**src/rtl/fpba_pkg.sv**
```systemverilog
// ----------------------------------------------------------------------------
// fpba_pkg
// shared types, codes and widths of the fit-policy block allocator
// ----------------------------------------------------------------------------
package fpba_pkg;

  // storage defaults
  localparam int NUM_BLOCKS_DEF = 16;
  localparam int SIZE_BITS_DEF  = 16;

  // port field widths
  localparam int REQ_TYPE_W = 1;
  localparam int LOAD_IDX_W = 4;
  localparam int AMOUNT_W   = 16;
  localparam int STATUS_W   = 2;
  localparam int CHOSEN_W   = 4;
  localparam int REMAIN_W   = 16;

  // configuration port
  localparam int POLICY_W   = 2;
  localparam int BCNT_W     = 5;
  localparam int CFG_IDX_W  = 1;
  localparam int CFG_DATA_W = 5;
  localparam logic [BCNT_W-1:0] BLOCK_COUNT_RST = BCNT_W'(16);

  // command queue between front and back
  localparam int CMDQ_DEPTH = 2;

  typedef enum logic [CFG_IDX_W-1:0] {
    REG_FIT_POLICY  = 1'b0,
    REG_BLOCK_COUNT = 1'b1
  } cfg_reg_e;

  typedef enum logic [REQ_TYPE_W-1:0] {
    REQ_LOAD  = 1'b0,
    REQ_ALLOC = 1'b1
  } req_e;

  typedef enum logic [POLICY_W-1:0] {
    POL_FIRST = 2'd0,
    POL_BEST  = 2'd1,
    POL_WORST = 2'd2
  } policy_e;

  // classified operation handed to the back end
  typedef enum logic [1:0] {
    OP_LOAD      = 2'd0,
    OP_LOAD_SKIP = 2'd1,
    OP_ALLOC     = 2'd2,
    OP_REFUSE    = 2'd3
  } op_e;

  typedef enum logic [STATUS_W-1:0] {
    ST_LOADED    = 2'd0,
    ST_ALLOCATED = 2'd1,
    ST_REFUSED   = 2'd2
  } status_e;

  typedef enum logic [1:0] {
    BK_IDLE   = 2'd0,
    BK_SCAN   = 2'd1,
    BK_COMMIT = 2'd2
  } back_state_e;

  typedef struct packed {
    op_e                   op;
    policy_e               policy;
    logic [BCNT_W-1:0]     count;
    logic [LOAD_IDX_W-1:0] load_idx;
    logic [AMOUNT_W-1:0]   amount;
  } cmd_t;

  typedef struct packed {
    logic full;
    logic empty;
  } q_stat_t;

endpackage

```
**src/rtl/fit_policy_block_allocator_unit.sv**
```systemverilog
// ----------------------------------------------------------------------------
// fit_policy_block_allocator_unit
// first, best and worst fit allocator over a table of block free sizes
// ----------------------------------------------------------------------------
// An item is taken when start is high and busy is low; busy only rises when
// the two-entry command queue is full. Every item gives exactly one result,
// shown for a single cycle with done_o high; the receiver cannot stall it.
// A load is handled in the back end as soon as it is popped. An allocate walks
// the table one block per cycle through the single read port of the free size
// memory: pop, one read per taking-part block, the last read landing, commit;
// an allocate with no block taking part is answered at the pop. Results leave
// in item order, in the cycle after the back end finishes. The table reads as
// all zeros after reset through per-block valid flags, so no clearing pass is
// needed. Write the configuration registers only while no item is in flight.
module fit_policy_block_allocator_unit import fpba_pkg::*; #(
  parameter int NUM_BLOCKS = NUM_BLOCKS_DEF,
  parameter int SIZE_BITS  = SIZE_BITS_DEF
) (
  input  logic                  clk_i,
  input  logic                  rst_ni,
  // configuration write port
  input  logic                  cfg_we_i,
  input  logic [CFG_IDX_W-1:0]  cfg_addr_i,
  input  logic [CFG_DATA_W-1:0] cfg_wdata_i,
  // command side
  input  logic                  start,
  output logic                  busy,
  input  logic [REQ_TYPE_W-1:0] req_type_i,
  input  logic [LOAD_IDX_W-1:0] load_index_i,
  input  logic [AMOUNT_W-1:0]   amount_i,
  // result side
  output logic                  done_o,
  output logic [STATUS_W-1:0]   status_o,
  output logic [CHOSEN_W-1:0]   chosen_block_o,
  output logic [REMAIN_W-1:0]   remaining_free_o
);

  logic        push;
  logic        pop;
  cmd_t        cmd_in;
  cmd_t        cmd_head;
  q_stat_t     q_stat;
  back_state_e bk_state;
  status_e     status;

  // front: registers, accept and classify
  fpba_front #(
    .NUM_BLOCKS (NUM_BLOCKS)
  ) u_front (
    .clk_i        (clk_i),
    .rst_ni       (rst_ni),
    .cfg_we_i     (cfg_we_i),
    .cfg_addr_i   (cfg_addr_i),
    .cfg_wdata_i  (cfg_wdata_i),
    .start_i      (start),
    .full_i       (q_stat.full),
    .req_type_i   (req_type_i),
    .load_index_i (load_index_i),
    .amount_i     (amount_i),
    .push_o       (push),
    .cmd_o        (cmd_in)
  );

  // queue decouples acceptance from the scan
  fpba_cmd_fifo #(
    .DEPTH (CMDQ_DEPTH)
  ) u_cmd_fifo (
    .clk_i  (clk_i),
    .rst_ni (rst_ni),
    .push_i (push),
    .cmd_i  (cmd_in),
    .pop_i  (pop),
    .cmd_o  (cmd_head),
    .stat_o (q_stat)
  );

  // back: table, scan and result register
  fpba_back #(
    .NUM_BLOCKS (NUM_BLOCKS),
    .SIZE_BITS  (SIZE_BITS)
  ) u_back (
    .clk_i            (clk_i),
    .rst_ni           (rst_ni),
    .stat_i           (q_stat),
    .cmd_i            (cmd_head),
    .pop_o            (pop),
    .state_o          (bk_state),
    .done_o           (done_o),
    .status_o         (status),
    .chosen_block_o   (chosen_block_o),
    .remaining_free_o (remaining_free_o)
  );

  assign busy     = q_stat.full;
  assign status_o = status;

  // a refused request carries no block and no size
  a_refused_zero : assert property (@(posedge clk_i) disable iff (!rst_ni)
    (done_o && (status == ST_REFUSED)) |-> (chosen_block_o == '0 && remaining_free_o == '0))
    else $error("refused result with nonzero fields");

  // no result is produced while the table walk is under way
  a_no_result_mid_scan : assert property (@(posedge clk_i) disable iff (!rst_ni)
    (bk_state == BK_SCAN) |=> !done_o)
    else $error("result during scan");

  // a grant only follows a commit cycle
  a_grant_after_commit : assert property (@(posedge clk_i) disable iff (!rst_ni)
    (done_o && (status == ST_ALLOCATED)) |-> ($past(bk_state) == BK_COMMIT))
    else $error("grant without commit");

  // a full queue stays full until the back end drains an entry
  a_full_holds : assert property (@(posedge clk_i) disable iff (!rst_ni)
    (q_stat.full && !pop) |=> q_stat.full)
    else $error("queue lost an entry");

endmodule

```
**src/rtl/fpba_front.sv**
```systemverilog
// ----------------------------------------------------------------------------
// fpba_front
// configuration registers, item acceptance and classification into commands
// ----------------------------------------------------------------------------
module fpba_front import fpba_pkg::*; #(
  parameter int NUM_BLOCKS = NUM_BLOCKS_DEF
) (
  input  logic                  clk_i,
  input  logic                  rst_ni,
  input  logic                  cfg_we_i,
  input  logic [CFG_IDX_W-1:0]  cfg_addr_i,
  input  logic [CFG_DATA_W-1:0] cfg_wdata_i,
  input  logic                  start_i,
  input  logic                  full_i,
  input  logic [REQ_TYPE_W-1:0] req_type_i,
  input  logic [LOAD_IDX_W-1:0] load_index_i,
  input  logic [AMOUNT_W-1:0]   amount_i,
  output logic                  push_o,
  output cmd_t                  cmd_o
);

  logic [POLICY_W-1:0] fit_policy_q, fit_policy_d;
  logic [BCNT_W-1:0]   block_count_q, block_count_d;
  logic [BCNT_W-1:0]   count_sat;
  logic                load_ok;
  policy_e             policy;

  always_comb begin
    fit_policy_d  = fit_policy_q;
    block_count_d = block_count_q;
    if (cfg_we_i) begin
      case (cfg_reg_e'(cfg_addr_i))
        REG_FIT_POLICY:  fit_policy_d  = cfg_wdata_i[POLICY_W-1:0];
        REG_BLOCK_COUNT: block_count_d = cfg_wdata_i[BCNT_W-1:0];
        default: ;
      endcase
    end
  end

  always_ff @(posedge clk_i or negedge rst_ni) begin
    if (!rst_ni) begin
      fit_policy_q  <= POL_FIRST;
      block_count_q <= BLOCK_COUNT_RST;
    end else begin
      fit_policy_q  <= fit_policy_d;
      block_count_q <= block_count_d;
    end
  end

  // unused policy code falls back to first fit
  always_comb begin
    case (fit_policy_q)
      POL_BEST:  policy = POL_BEST;
      POL_WORST: policy = POL_WORST;
      default:   policy = POL_FIRST;
    endcase
  end

  // block count saturates at the table depth
  assign count_sat = (int'(block_count_q) > NUM_BLOCKS) ? BCNT_W'(NUM_BLOCKS)
                                                         : block_count_q;
  assign load_ok   = int'(load_index_i) < NUM_BLOCKS;

  always_comb begin
    cmd_o.policy   = policy;
    cmd_o.count    = count_sat;
    cmd_o.load_idx = load_index_i;
    cmd_o.amount   = amount_i;
    if (req_e'(req_type_i) == REQ_LOAD) begin
      cmd_o.op = load_ok ? OP_LOAD : OP_LOAD_SKIP;
    end else begin
      cmd_o.op = (count_sat == '0) ? OP_REFUSE : OP_ALLOC;
    end
  end

  assign push_o = start_i & ~full_i;

endmodule

```
**src/rtl/fpba_cmd_fifo.sv**
```systemverilog
// ----------------------------------------------------------------------------
// fpba_cmd_fifo
// short command queue between the front and the back end
// ----------------------------------------------------------------------------
module fpba_cmd_fifo import fpba_pkg::*; #(
  parameter int DEPTH = CMDQ_DEPTH
) (
  input  logic    clk_i,
  input  logic    rst_ni,
  input  logic    push_i,
  input  cmd_t    cmd_i,
  input  logic    pop_i,
  output cmd_t    cmd_o,
  output q_stat_t stat_o
);

  localparam int PTR_W = (DEPTH > 1) ? $clog2(DEPTH) : 1;
  localparam int CNT_W = $clog2(DEPTH + 1);

  cmd_t             ent_q [DEPTH];
  logic [PTR_W-1:0] wr_ptr_q, wr_ptr_d;
  logic [PTR_W-1:0] rd_ptr_q, rd_ptr_d;
  logic [CNT_W-1:0] cnt_q, cnt_d;

  always_comb begin
    wr_ptr_d = wr_ptr_q;
    rd_ptr_d = rd_ptr_q;
    cnt_d    = cnt_q;
    if (push_i) begin
      wr_ptr_d = (wr_ptr_q == PTR_W'(DEPTH - 1)) ? '0 : wr_ptr_q + 1'b1;
    end
    if (pop_i) begin
      rd_ptr_d = (rd_ptr_q == PTR_W'(DEPTH - 1)) ? '0 : rd_ptr_q + 1'b1;
    end
    if (push_i && !pop_i) begin
      cnt_d = cnt_q + 1'b1;
    end else if (pop_i && !push_i) begin
      cnt_d = cnt_q - 1'b1;
    end
  end

  always_ff @(posedge clk_i or negedge rst_ni) begin
    if (!rst_ni) begin
      wr_ptr_q <= '0;
      rd_ptr_q <= '0;
      cnt_q    <= '0;
    end else begin
      wr_ptr_q <= wr_ptr_d;
      rd_ptr_q <= rd_ptr_d;
      cnt_q    <= cnt_d;
    end
  end

  always_ff @(posedge clk_i) begin
    if (push_i) begin
      ent_q[wr_ptr_q] <= cmd_i;
    end
  end

  assign cmd_o        = ent_q[rd_ptr_q];
  assign stat_o.full  = (cnt_q == CNT_W'(DEPTH));
  assign stat_o.empty = (cnt_q == '0);

endmodule

```
**src/rtl/fpba_back.sv**
```systemverilog
// ----------------------------------------------------------------------------
// fpba_back
// free size table, sequential candidate scan and result register
// ----------------------------------------------------------------------------
module fpba_back import fpba_pkg::*; #(
  parameter int NUM_BLOCKS = NUM_BLOCKS_DEF,
  parameter int SIZE_BITS  = SIZE_BITS_DEF
) (
  input  logic                clk_i,
  input  logic                rst_ni,
  input  q_stat_t             stat_i,
  input  cmd_t                cmd_i,
  output logic                pop_o,
  output back_state_e         state_o,
  output logic                done_o,
  output status_e             status_o,
  output logic [CHOSEN_W-1:0] chosen_block_o,
  output logic [REMAIN_W-1:0] remaining_free_o
);

  localparam int IDX_W = (NUM_BLOCKS > 1) ? $clog2(NUM_BLOCKS) : 1;
  localparam int XW    = (IDX_W > BCNT_W) ? IDX_W : BCNT_W;
  localparam int LXW   = (IDX_W > LOAD_IDX_W) ? IDX_W : LOAD_IDX_W;
  localparam int CXW   = (IDX_W > CHOSEN_W) ? IDX_W : CHOSEN_W;
  localparam int VW    = (SIZE_BITS > AMOUNT_W) ? SIZE_BITS : AMOUNT_W;

  back_state_e state_q, state_d;
  cmd_t        cmd_q, cmd_d;

  logic [BCNT_W-1:0]    iss_q, iss_d;
  logic                 pend_q, pend_d;
  logic                 plast_q, plast_d;
  logic [IDX_W-1:0]     pidx_q, pidx_d;
  logic                 found_q, found_d;
  logic [IDX_W-1:0]     pick_q, pick_d;
  logic [SIZE_BITS-1:0] best_q, best_d;

  logic [SIZE_BITS-1:0] mem_q [NUM_BLOCKS];
  logic [NUM_BLOCKS-1:0] vld_q;
  logic [SIZE_BITS-1:0] rd_data_q;
  logic                 rd_vld_q;

  logic                 done_q, done_d;
  status_e              status_q, status_d;
  logic [CHOSEN_W-1:0]  chosen_q, chosen_d;
  logic [REMAIN_W-1:0]  remain_q, remain_d;

  logic                 we;
  logic [IDX_W-1:0]     wa, ra;
  logic [SIZE_BITS-1:0] wd;
  logic                 issue;
  logic [SIZE_BITS-1:0] sz, load_val, diff;
  logic                 cand, better, take;
  logic [XW-1:0]        iss_x;
  logic [LXW-1:0]       li_x;
  logic [CXW-1:0]       pick_x;
  logic [VW-1:0]        amt_x, diff_x, load_x;

  assign pop_o  = (state_q == BK_IDLE) && !stat_i.empty;

  assign iss_x  = XW'(iss_q);
  assign ra     = iss_x[IDX_W-1:0];
  assign li_x   = LXW'(cmd_i.load_idx);
  assign pick_x = CXW'(pick_q);

  assign amt_x    = VW'(cmd_i.amount);
  assign load_val = amt_x[SIZE_BITS-1:0];
  assign load_x   = VW'(load_val);
  assign diff_x   = VW'(best_q) - VW'(cmd_q.amount);
  assign diff     = diff_x[SIZE_BITS-1:0];

  assign issue  = (state_q == BK_SCAN) && (iss_q < cmd_q.count);
  assign sz     = rd_vld_q ? rd_data_q : '0;
  assign cand   = VW'(sz) >= VW'(cmd_q.amount);
  assign better = !found_q
               || ((cmd_q.policy == POL_BEST) && (sz < best_q))
               || ((cmd_q.policy == POL_WORST) && (sz > best_q));
  assign take   = pend_q && cand && better;

  // next state
  always_comb begin
    state_d = state_q;
    case (state_q)
      BK_IDLE: begin
        if (pop_o && (cmd_i.op == OP_ALLOC)) begin
          state_d = BK_SCAN;
        end
      end
      BK_SCAN: begin
        if (pend_q && plast_q) begin
          state_d = BK_COMMIT;
        end
      end
      BK_COMMIT: state_d = BK_IDLE;
      default:   state_d = BK_IDLE;
    endcase
  end

  // datapath and outputs
  always_comb begin
    cmd_d    = cmd_q;
    iss_d    = iss_q;
    pend_d   = issue;
    plast_d  = issue && (({1'b0, iss_q} + 1'b1) == {1'b0, cmd_q.count});
    pidx_d   = ra;
    found_d  = found_q;
    pick_d   = pick_q;
    best_d   = best_q;
    done_d   = 1'b0;
    status_d = status_q;
    chosen_d = chosen_q;
    remain_d = remain_q;
    we       = 1'b0;
    wa       = li_x[IDX_W-1:0];
    wd       = load_val;

    if (issue) begin
      iss_d = iss_q + 1'b1;
    end
    if (take) begin
      found_d = 1'b1;
      pick_d  = pidx_q;
      best_d  = sz;
    end

    case (state_q)
      BK_IDLE: begin
        if (pop_o) begin
          cmd_d   = cmd_i;
          iss_d   = '0;
          found_d = 1'b0;
          case (cmd_i.op)
            OP_LOAD: begin
              we       = 1'b1;
              done_d   = 1'b1;
              status_d = ST_LOADED;
              chosen_d = cmd_i.load_idx;
              remain_d = load_x[REMAIN_W-1:0];
            end
            OP_LOAD_SKIP: begin
              done_d   = 1'b1;
              status_d = ST_LOADED;
              chosen_d = cmd_i.load_idx;
              remain_d = '0;
            end
            OP_REFUSE: begin
              done_d   = 1'b1;
              status_d = ST_REFUSED;
              chosen_d = '0;
              remain_d = '0;
            end
            default: ;
          endcase
        end
      end
      BK_COMMIT: begin
        done_d = 1'b1;
        if (found_q) begin
          we       = 1'b1;
          wa       = pick_q;
          wd       = diff;
          status_d = ST_ALLOCATED;
          chosen_d = pick_x[CHOSEN_W-1:0];
          remain_d = REMAIN_W'(diff_x[SIZE_BITS-1:0]);
        end else begin
          status_d = ST_REFUSED;
          chosen_d = '0;
          remain_d = '0;
        end
      end
      default: ;
    endcase
  end

  always_ff @(posedge clk_i or negedge rst_ni) begin
    if (!rst_ni) begin
      state_q <= BK_IDLE;
      iss_q   <= '0;
      pend_q  <= 1'b0;
      plast_q <= 1'b0;
      found_q <= 1'b0;
      done_q  <= 1'b0;
      vld_q   <= '0;
    end else begin
      state_q <= state_d;
      iss_q   <= iss_d;
      pend_q  <= pend_d;
      plast_q <= plast_d;
      found_q <= found_d;
      done_q  <= done_d;
      if (we) begin
        vld_q[wa] <= 1'b1;
      end
    end
  end

  always_ff @(posedge clk_i) begin
    cmd_q    <= cmd_d;
    pidx_q   <= pidx_d;
    pick_q   <= pick_d;
    best_q   <= best_d;
    status_q <= status_d;
    chosen_q <= chosen_d;
    remain_q <= remain_d;
  end

  // free size table, one write and one registered read per cycle
  always_ff @(posedge clk_i) begin
    if (we) begin
      mem_q[wa] <= wd;
    end
    rd_data_q <= mem_q[ra];
  end

  always_ff @(posedge clk_i or negedge rst_ni) begin
    if (!rst_ni) begin
      rd_vld_q <= 1'b0;
    end else begin
      rd_vld_q <= vld_q[ra];
    end
  end

  assign state_o          = state_q;
  assign done_o           = done_q;
  assign status_o         = status_q;
  assign chosen_block_o   = chosen_q;
  assign remaining_free_o = remain_q;

endmodule

```
**config.mk**
```make
export PLATFORM = sky130hd
export DESIGN_NAME = fit_policy_block_allocator_unit
export DESIGN_NICKNAME = d
export VERILOG_FILES = /design/src/rtl/fpba_pkg.sv /design/src/rtl/fit_policy_block_allocator_unit.sv /design/src/rtl/fpba_front.sv /design/src/rtl/fpba_cmd_fifo.sv /design/src/rtl/fpba_back.sv
export SDC_FILE = /design/constraint.sdc
export NUM_CORES = 1
export LEC_CHECK = 0
export ABC_AREA = 1
export BUFFER_PORTS_ARGS = -buffer_cell sky130_fd_sc_hd__buf_2
export CAP_MARGIN = 20
export CORE_AREA = 8 8 185 187
export CTS_BUF_LIST = sky130_fd_sc_hd__clkbuf_16
export DETAILED_ROUTE_END_ITERATION = 12
export DIE_AREA = 0 0 193 195
export PLACE_DENSITY = 0.76
export SLEW_MARGIN = 10
export SYNTH_ARGS = -nofsm -noshare
export SYNTH_HDL_FRONTEND = slang
export SYNTH_SLANG_ARGS = --single-unit
```
**constraint.sdc**
```tcl
create_clock -name clk_i -period 5.6 [get_ports clk_i]
set_clock_uncertainty 0.05 [all_clocks]
set_input_delay 0.28 -clock clk_i [delete_from_list [all_inputs] [get_ports clk_i]]
set_output_delay 0.28 -clock clk_i [all_outputs]
set_load 0.01 [all_outputs]
```
* After elaboration in Yosys (flattened, before gate mapping)
Memories as Yosys holds them, arrays and structs flattened. A register that Yosys moved wholly into a read port is not among the register bits.
Index checks and enable logic that the tools add are counted.
** Word-level totals
- Output and inout bits :: 24
- RAM bits :: 314
- Register bits :: 108
- Bits of input ports :: 31
- Memories kept :: 2
- Word-level logic and storage cells :: 141
** Cells by class
- Reduce and logical (&&, ||, !) cells :: 33
- Mux-type cells :: 49
- Equality and inequality tests :: 16
- Bitwise operators :: 4
- $add $sub $neg :: 7
- Order comparisons :: 8
** Memories
- u_back.mem_q :: words 16, width 16, read ports 1, clocked after Yosys merged registers in 1, wr ports 1, RTL line fpba_back.sv:38 : logic [SIZE_BITS-1:0] mem_q [NUM_BLOCKS];
- u_cmd_fifo.ent_q :: words 2, width 29, read ports 1, clocked after Yosys merged registers in 0, wr ports 1, RTL line fpba_cmd_fifo.sv:20 : cmd_t ent_q [DEPTH];
** Operators with widths (count)
- $mux 16 :: 5
- $pmux 16 s2 :: 2
- $mux 5 :: 4
- $mux 1 :: 17
- $ge 16x16->1 :: 1
- $gt 16x16->1 :: 1
- $lt 16x16->1 :: 1
- $mux 4 :: 4
- $or 16x16->16 :: 1
- $pmux 2 s2 :: 4
- $pmux 4 s2 :: 2
- $sub 16x16->16 :: 1
- $mux 2 :: 7
- $eq 2x2->1 const B :: 6
- $logic_and 1x1->1 :: 12
- $lt 4x5->1 const B :: 2
- $eq 2x1->1 const B :: 4
- $reduce_and 2->1 :: 4
- $add 5x1->6 const B :: 1
- $eq 6x5->1 :: 1
- $logic_not 2->1 :: 3
- $ne 3x3->1 const B :: 2
- $reduce_and 3->1 :: 2
- $add 5x1->5 const B :: 1
- 19 further kinds :: 29

* Depth between registers and ports, before layout
- Depth in word-level cells :: 9
- Mapped depth :: 15
- Depth with buffers taken out :: 14

* Modules after synthesis
Synthesis repeated with hierarchy kept, for this count alone.
** Second synthesis, totals
- Cell total of the unflattened synthesis :: 1532
- Area total of the unflattened synthesis :: 18715.4 µm²
** By module, submodules not included
- fpba_back :: area each 15793.9 µm², cells each 1349, instances 1
- fpba_cmd_fifo :: area each 2417.3 µm², cells each 115, instances 1
- fpba_front :: area each 504.2 µm², cells each 68, instances 1

* Worst setup path after synthesis
No wires, ideal clock.
- Path kind :: reg-to-reg
- Start point :: register u_back.rd_vld_q
- End point :: register u_back.best_q[0], enable pin
- Clock period less this slack :: 3.005 ns
- Slack :: 2.595 ns
- Cell stages (with the launch flop) :: 14
- Library setup time :: 0.397 ns
- Arrival :: 2.558 ns
- Cell sequence :: dfrtp_1 -> buf_2 -> clkbuf_1 -> nand2_1 -> inv_1 -> ha_1 -> nand2_1 -> inv_1 -> nand3_1 -> nor4_1 -> nand2_1 -> a21oi_1 -> nor2_1 -> nor2_1
** On the way
- Longest elaborated chain between the ends :: 6
** RTL lines
- start: declaration :: RTL line fpba_back.sv:41 : logic rd_vld_q;
- start signal: assignment :: RTL line fpba_back.sv:219 : rd_vld_q <= vld_q[ra];
- $mux 16 (*) :: RTL line fpba_back.sv:73 : assign sz = rd_vld_q ? rd_data_q : '0;
- via u_back.sz[15] :: RTL line fpba_back.sv:52 : logic [SIZE_BITS-1:0] sz, load_val, diff;
- $lt 16x16->1 :: RTL line fpba_back.sv:76 : || ((cmd_q.policy == POL_BEST) && (sz < best_q))
- $logic_and 1x1->1 :: RTL line fpba_back.sv:76
- $logic_or 1x1->1 :: RTL line fpba_back.sv:76
- $logic_or 1x1->1 :: RTL line fpba_back.sv:77 : || ((cmd_q.policy == POL_WORST) && (sz > best_q));
- $logic_and 1x1->1 (*) :: RTL line fpba_back.sv:78 : assign take = pend_q && cand && better;
- via u_back.take :: RTL line fpba_back.sv:53 : logic cand, better, take;
- end signal: assignment :: RTL line fpba_back.sv:201 : best_q <= best_d;
- end: declaration :: RTL line fpba_back.sv:36 : logic [SIZE_BITS-1:0] best_q, best_d;
The timed path passes the listed nets; every way through them passes the cells marked *.
A chain may end at the register's enable or synchronous reset.

* Worst setup path after layout
- Start point :: register u_back.state_q[0], in the netlist u_back.state_o[0]
- End point :: memory u_back.mem_q[4][3] (netlist name), enable pin
** On the way
- Longest elaborated chain between the ends :: 6
** RTL lines
- start: declaration :: RTL line fpba_back.sv:27 : back_state_e state_q, state_d;
- start signal: assignment :: RTL line fpba_back.sv:185 : state_q <= state_d;
- $logic_not 2->1 :: RTL line fpba_back.sv:59, fpba_back.sv:126
- $logic_and 1x1->1 :: RTL line fpba_back.sv:59 : assign pop_o = (state_q == BK_IDLE) && !stat_i.empty;
- $mux 1 :: RTL line fpba_back.sv:128 : if (pop_o) begin
- $pmux 1 s2 :: RTL line fpba_back.sv:126 : case (state_q)
- $mux 1 :: RTL line fpba_back.sv:209 : if (we) begin
- $mux 1 (not written as such) :: RTL line fpba_back.sv:210 : mem_q[wa] <= wd;
- end: declaration :: RTL line fpba_back.sv:38
Several ways; a longest one is shown, not always the timed one.

==> run summary <==
status - completed
Clock Tree Root - clkbuf_16
Post-synth EDFFs - 379
Num Clock Sinks - 438
sequential element share of the synthesized area - 69.4%
library cells used by synthesis - 36
dpl hpwl - 28.5 mm
CTS tree - done
crit path time final - 3.19 ns
# setup viols final - 0
PwrDens - 556 nW/µm²
Largest delay share family, worst path - simple AND/OR/NAND/NOR gates
Core Region - 31200 µm²
ys async rst share - 8.90%
Min-Delay Path Class - in -> reg
Crit-path slowest cell - nor2_2
htree depth - 2
vias in the first global route - 12300
postcts setup bufs - 0
r2r endpoint - u_back.mem_q[4][3]
GR Overflow Total - 0
design area - 20700 µm²
CP Capture Type - register
arrival time worst endpoint - 3.29 ns
Max Clock Freq - 313 MHz
Layout Nets - 1719
Cells after Synth - 1552
worst-path maximum fanout - 27
Comb power frac - 36.0%
layout cells sized above 1 - 9.53%
WP buf/inv - 0
initial antenna violation count - 2
1st-iter DRT viols - 1415
Total GRT Usage - 24.1%
Yosys reg bits - 438
GP Congestion - 0.910
syn nets - 1636
Clk Latency, worst-skew pair - 0.55 ns
first-pass GRT wire length - 69.3 mm
Clock power frac - 22.7%
leakage - 7.99 nW
reg-to-reg critical path startpoint - u_back.state_o[0]
Largest stage delay, worst path - 0.84 ns
CTS Buf Count - 42
# diodes - 0
Hold Path Stages - 3
Worst-path clk slew - 0.06 ns
Min Hold Slack - 0.0629 ns
DR vias - 12500
P_int - 7.04 mW
Cell Chain, Critical Path - nor2_2 -> nand2_2 -> a21oi_1 -> nand3_1 -> nor2_2
critical path launch point type - register
setup tns final - 0 ns
row count - 65
Hold Path End - u_front.fit_policy_q[1]
io pins - 55
# DRC - 0
Reg2Reg Depth - 5
Max Slew Vio Count - 0
Routed WL - 45.0 mm
unrepaired setup endpoints after global routing - false
die width - 193 µm
Worst Tran Pin Value - 1.09 ns
Hold Crit Start - cfg_we_i
Starting Density - 58.9%
Relative slew margins - 27.2%
syn_area_per_cell - 11.8 µm²
die area - 37600 µm²
final critical-path share of the clock period - 57.0%
Yosys warning count - 0
reg2reg setup slack - 2.41 ns
IO Port Bufs - 54
mapped cell area - 18400 µm²
First-pass DRT Iterations - 7
post-CTS resize count - 0
sw frac - 38.7%
Setup Crit Path Kind - reg -> reg
synthesis-to-layout area growth - 12.4%
Switch Pwr - 4.45 mW
Main synth FF type - edfxtp_1
Die H - 195 µm
largest net degree at the start of global routing - 88
Max Buffers Root-to-Sink - 3
most used cell, CP - nor2_2
wire per inst - 21.8 µm
antenna viol nets, final - 0
final hold vios - 0
drt via density - 6.03
CP Data Required Time - 5.70 ns
Reg power frac - 41.4%
# Max-Cap Violations - 0
maximum vdd drop - 0.000301 V
Area after DPL - 19100 µm²
-- metrics by stage --
step / instances / util [%] / total power, mW / setup WS (ns)
after floorplan: 1552 / - / 7.28 / 2.59
after global placement: 1966 / 61.3 / 8.67 / 2.61
after detailed placement: 1966 / 61.3 / 8.80 / 2.48
after CTS: 2071 / 66.2 / 11.4 / 2.46
after global routing: 2071 / 66.2 / 12.1 / 2.17
final: 2071 / 66.2 / 11.5 / 2.41
-- kinds of logic after synthesis --
| kind of cell | synth area share (%) |
|---|---|
| AND/OR/NAND/NOR | 10.1 |
| flip-flops | 69.4 |
| XOR/XNOR | 0.572 |
| buffers and inverters | 4.43 |
| AO/OA/AOI/OAI | 11.8 |
| adder cells (fa/ha/maj) | 3.65 |
-- cells in the final DEF (no fill, tap or decap), drive strengths merged, types with 23 or more instances in the layout --
master       Yosys  layout
ha              52      52
dlygate4sd3      0      27
nand3           50      50
nor2           188     188
a21oi           58      58
o22ai           23      23
dfrtp           38      38
buf             27      81
nand2          207     207
clkbuf          42      43
inv            140     159
o221ai          44      44
edfxtp         379     379
o21ai          204     204
-- sequential cells by signal, summed over array words and instances (netlist names), 4 cells and up --
signal / cells
u_back.iss_q: 5
u_cmd_fifo.ent_q: 58
u_back.remaining_free_o: 16
u_front.block_count_q: 5
u_back.mem_q: 256
u_back.pick_q: 4
u_back.chosen_block_o: 4
u_back.cmd_q: 23
u_back.rd_data_q: 16
u_back.best_q: 16
u_back.vld_q: 16
u_back.pidx_q: 4
-- routing by layer --
layer	GRT usage [%]	routed length, µm	part of all wire, %
met5	0	28	0.062
met4	9.77	1870	4.2
met3	4.35	3960	8.8
met2	39.6	21800	48
met1	31.4	17300	39
-- worst min-delay path, cell delays in order --
cell,delay (ns)
buf_2,0.11
nand2_1,0.12
o21ai_0,0.09
-- timing repair --
item | in CTS | in global routing
endpoints found under the hold margin | 87 | 0
setup endpoints to repair | 0 | 0
hold buffers | 27 | 0
-- power by group through the flow --
stage	clock, mW	combinational (mW)	sequential (mW)
3_3_place_gp	0	3.87	4.80
3_5_place_dp	0	3.99	4.81
4_1_cts	2.62	4.06	4.75
6_report	2.60	4.13	4.75
2_1_floorplan	0	2.58	4.70
5_1_grt	2.74	4.53	4.80
-- Yosys cell counts, drive strengths merged, types with 23 or more instances --
master | n | area [µm²]
edfxtp | 379 | 11400
nand2 | 207 | 780
o21ai | 204 | 1020
nor2 | 188 | 708
inv | 140 | 526
a21oi | 58 | 290
ha | 52 | 651
nand3 | 50 | 250
o221ai | 44 | 385
clkbuf | 42 | 158
dfrtp | 38 | 951
buf | 27 | 124
o22ai | 23 | 144
-- worst max path at each step --
stage                      startpoint                   end  slack, ns  depth (start not counted)
CTS                 u_back.state_o[0]  u_back.mem_q[12][12]       2.46                          5
finish              u_back.state_o[0]    u_back.mem_q[4][3]       2.41                          5
global placement    u_back.state_o[0]    u_back.mem_q[4][8]       2.61                          5
detailed placement  u_back.state_o[0]   u_back.mem_q[12][6]       2.48                          5
global route        u_back.state_o[1]    u_back.mem_q[4][3]       2.17                          7
floorplan             u_back.rd_vld_q      u_back.best_q[0]       2.59                         13
-- layout make-up --
type	instances	area [µm²]
clock buffer	43	1080
sequential	438	12800
inverter	142	534
multi-input combinational	903	4860
timing repair buffer	108	743
tap	402	503
fill	2240	10600
clock inverter	35	186
Power figures use the tool's default switching activity.
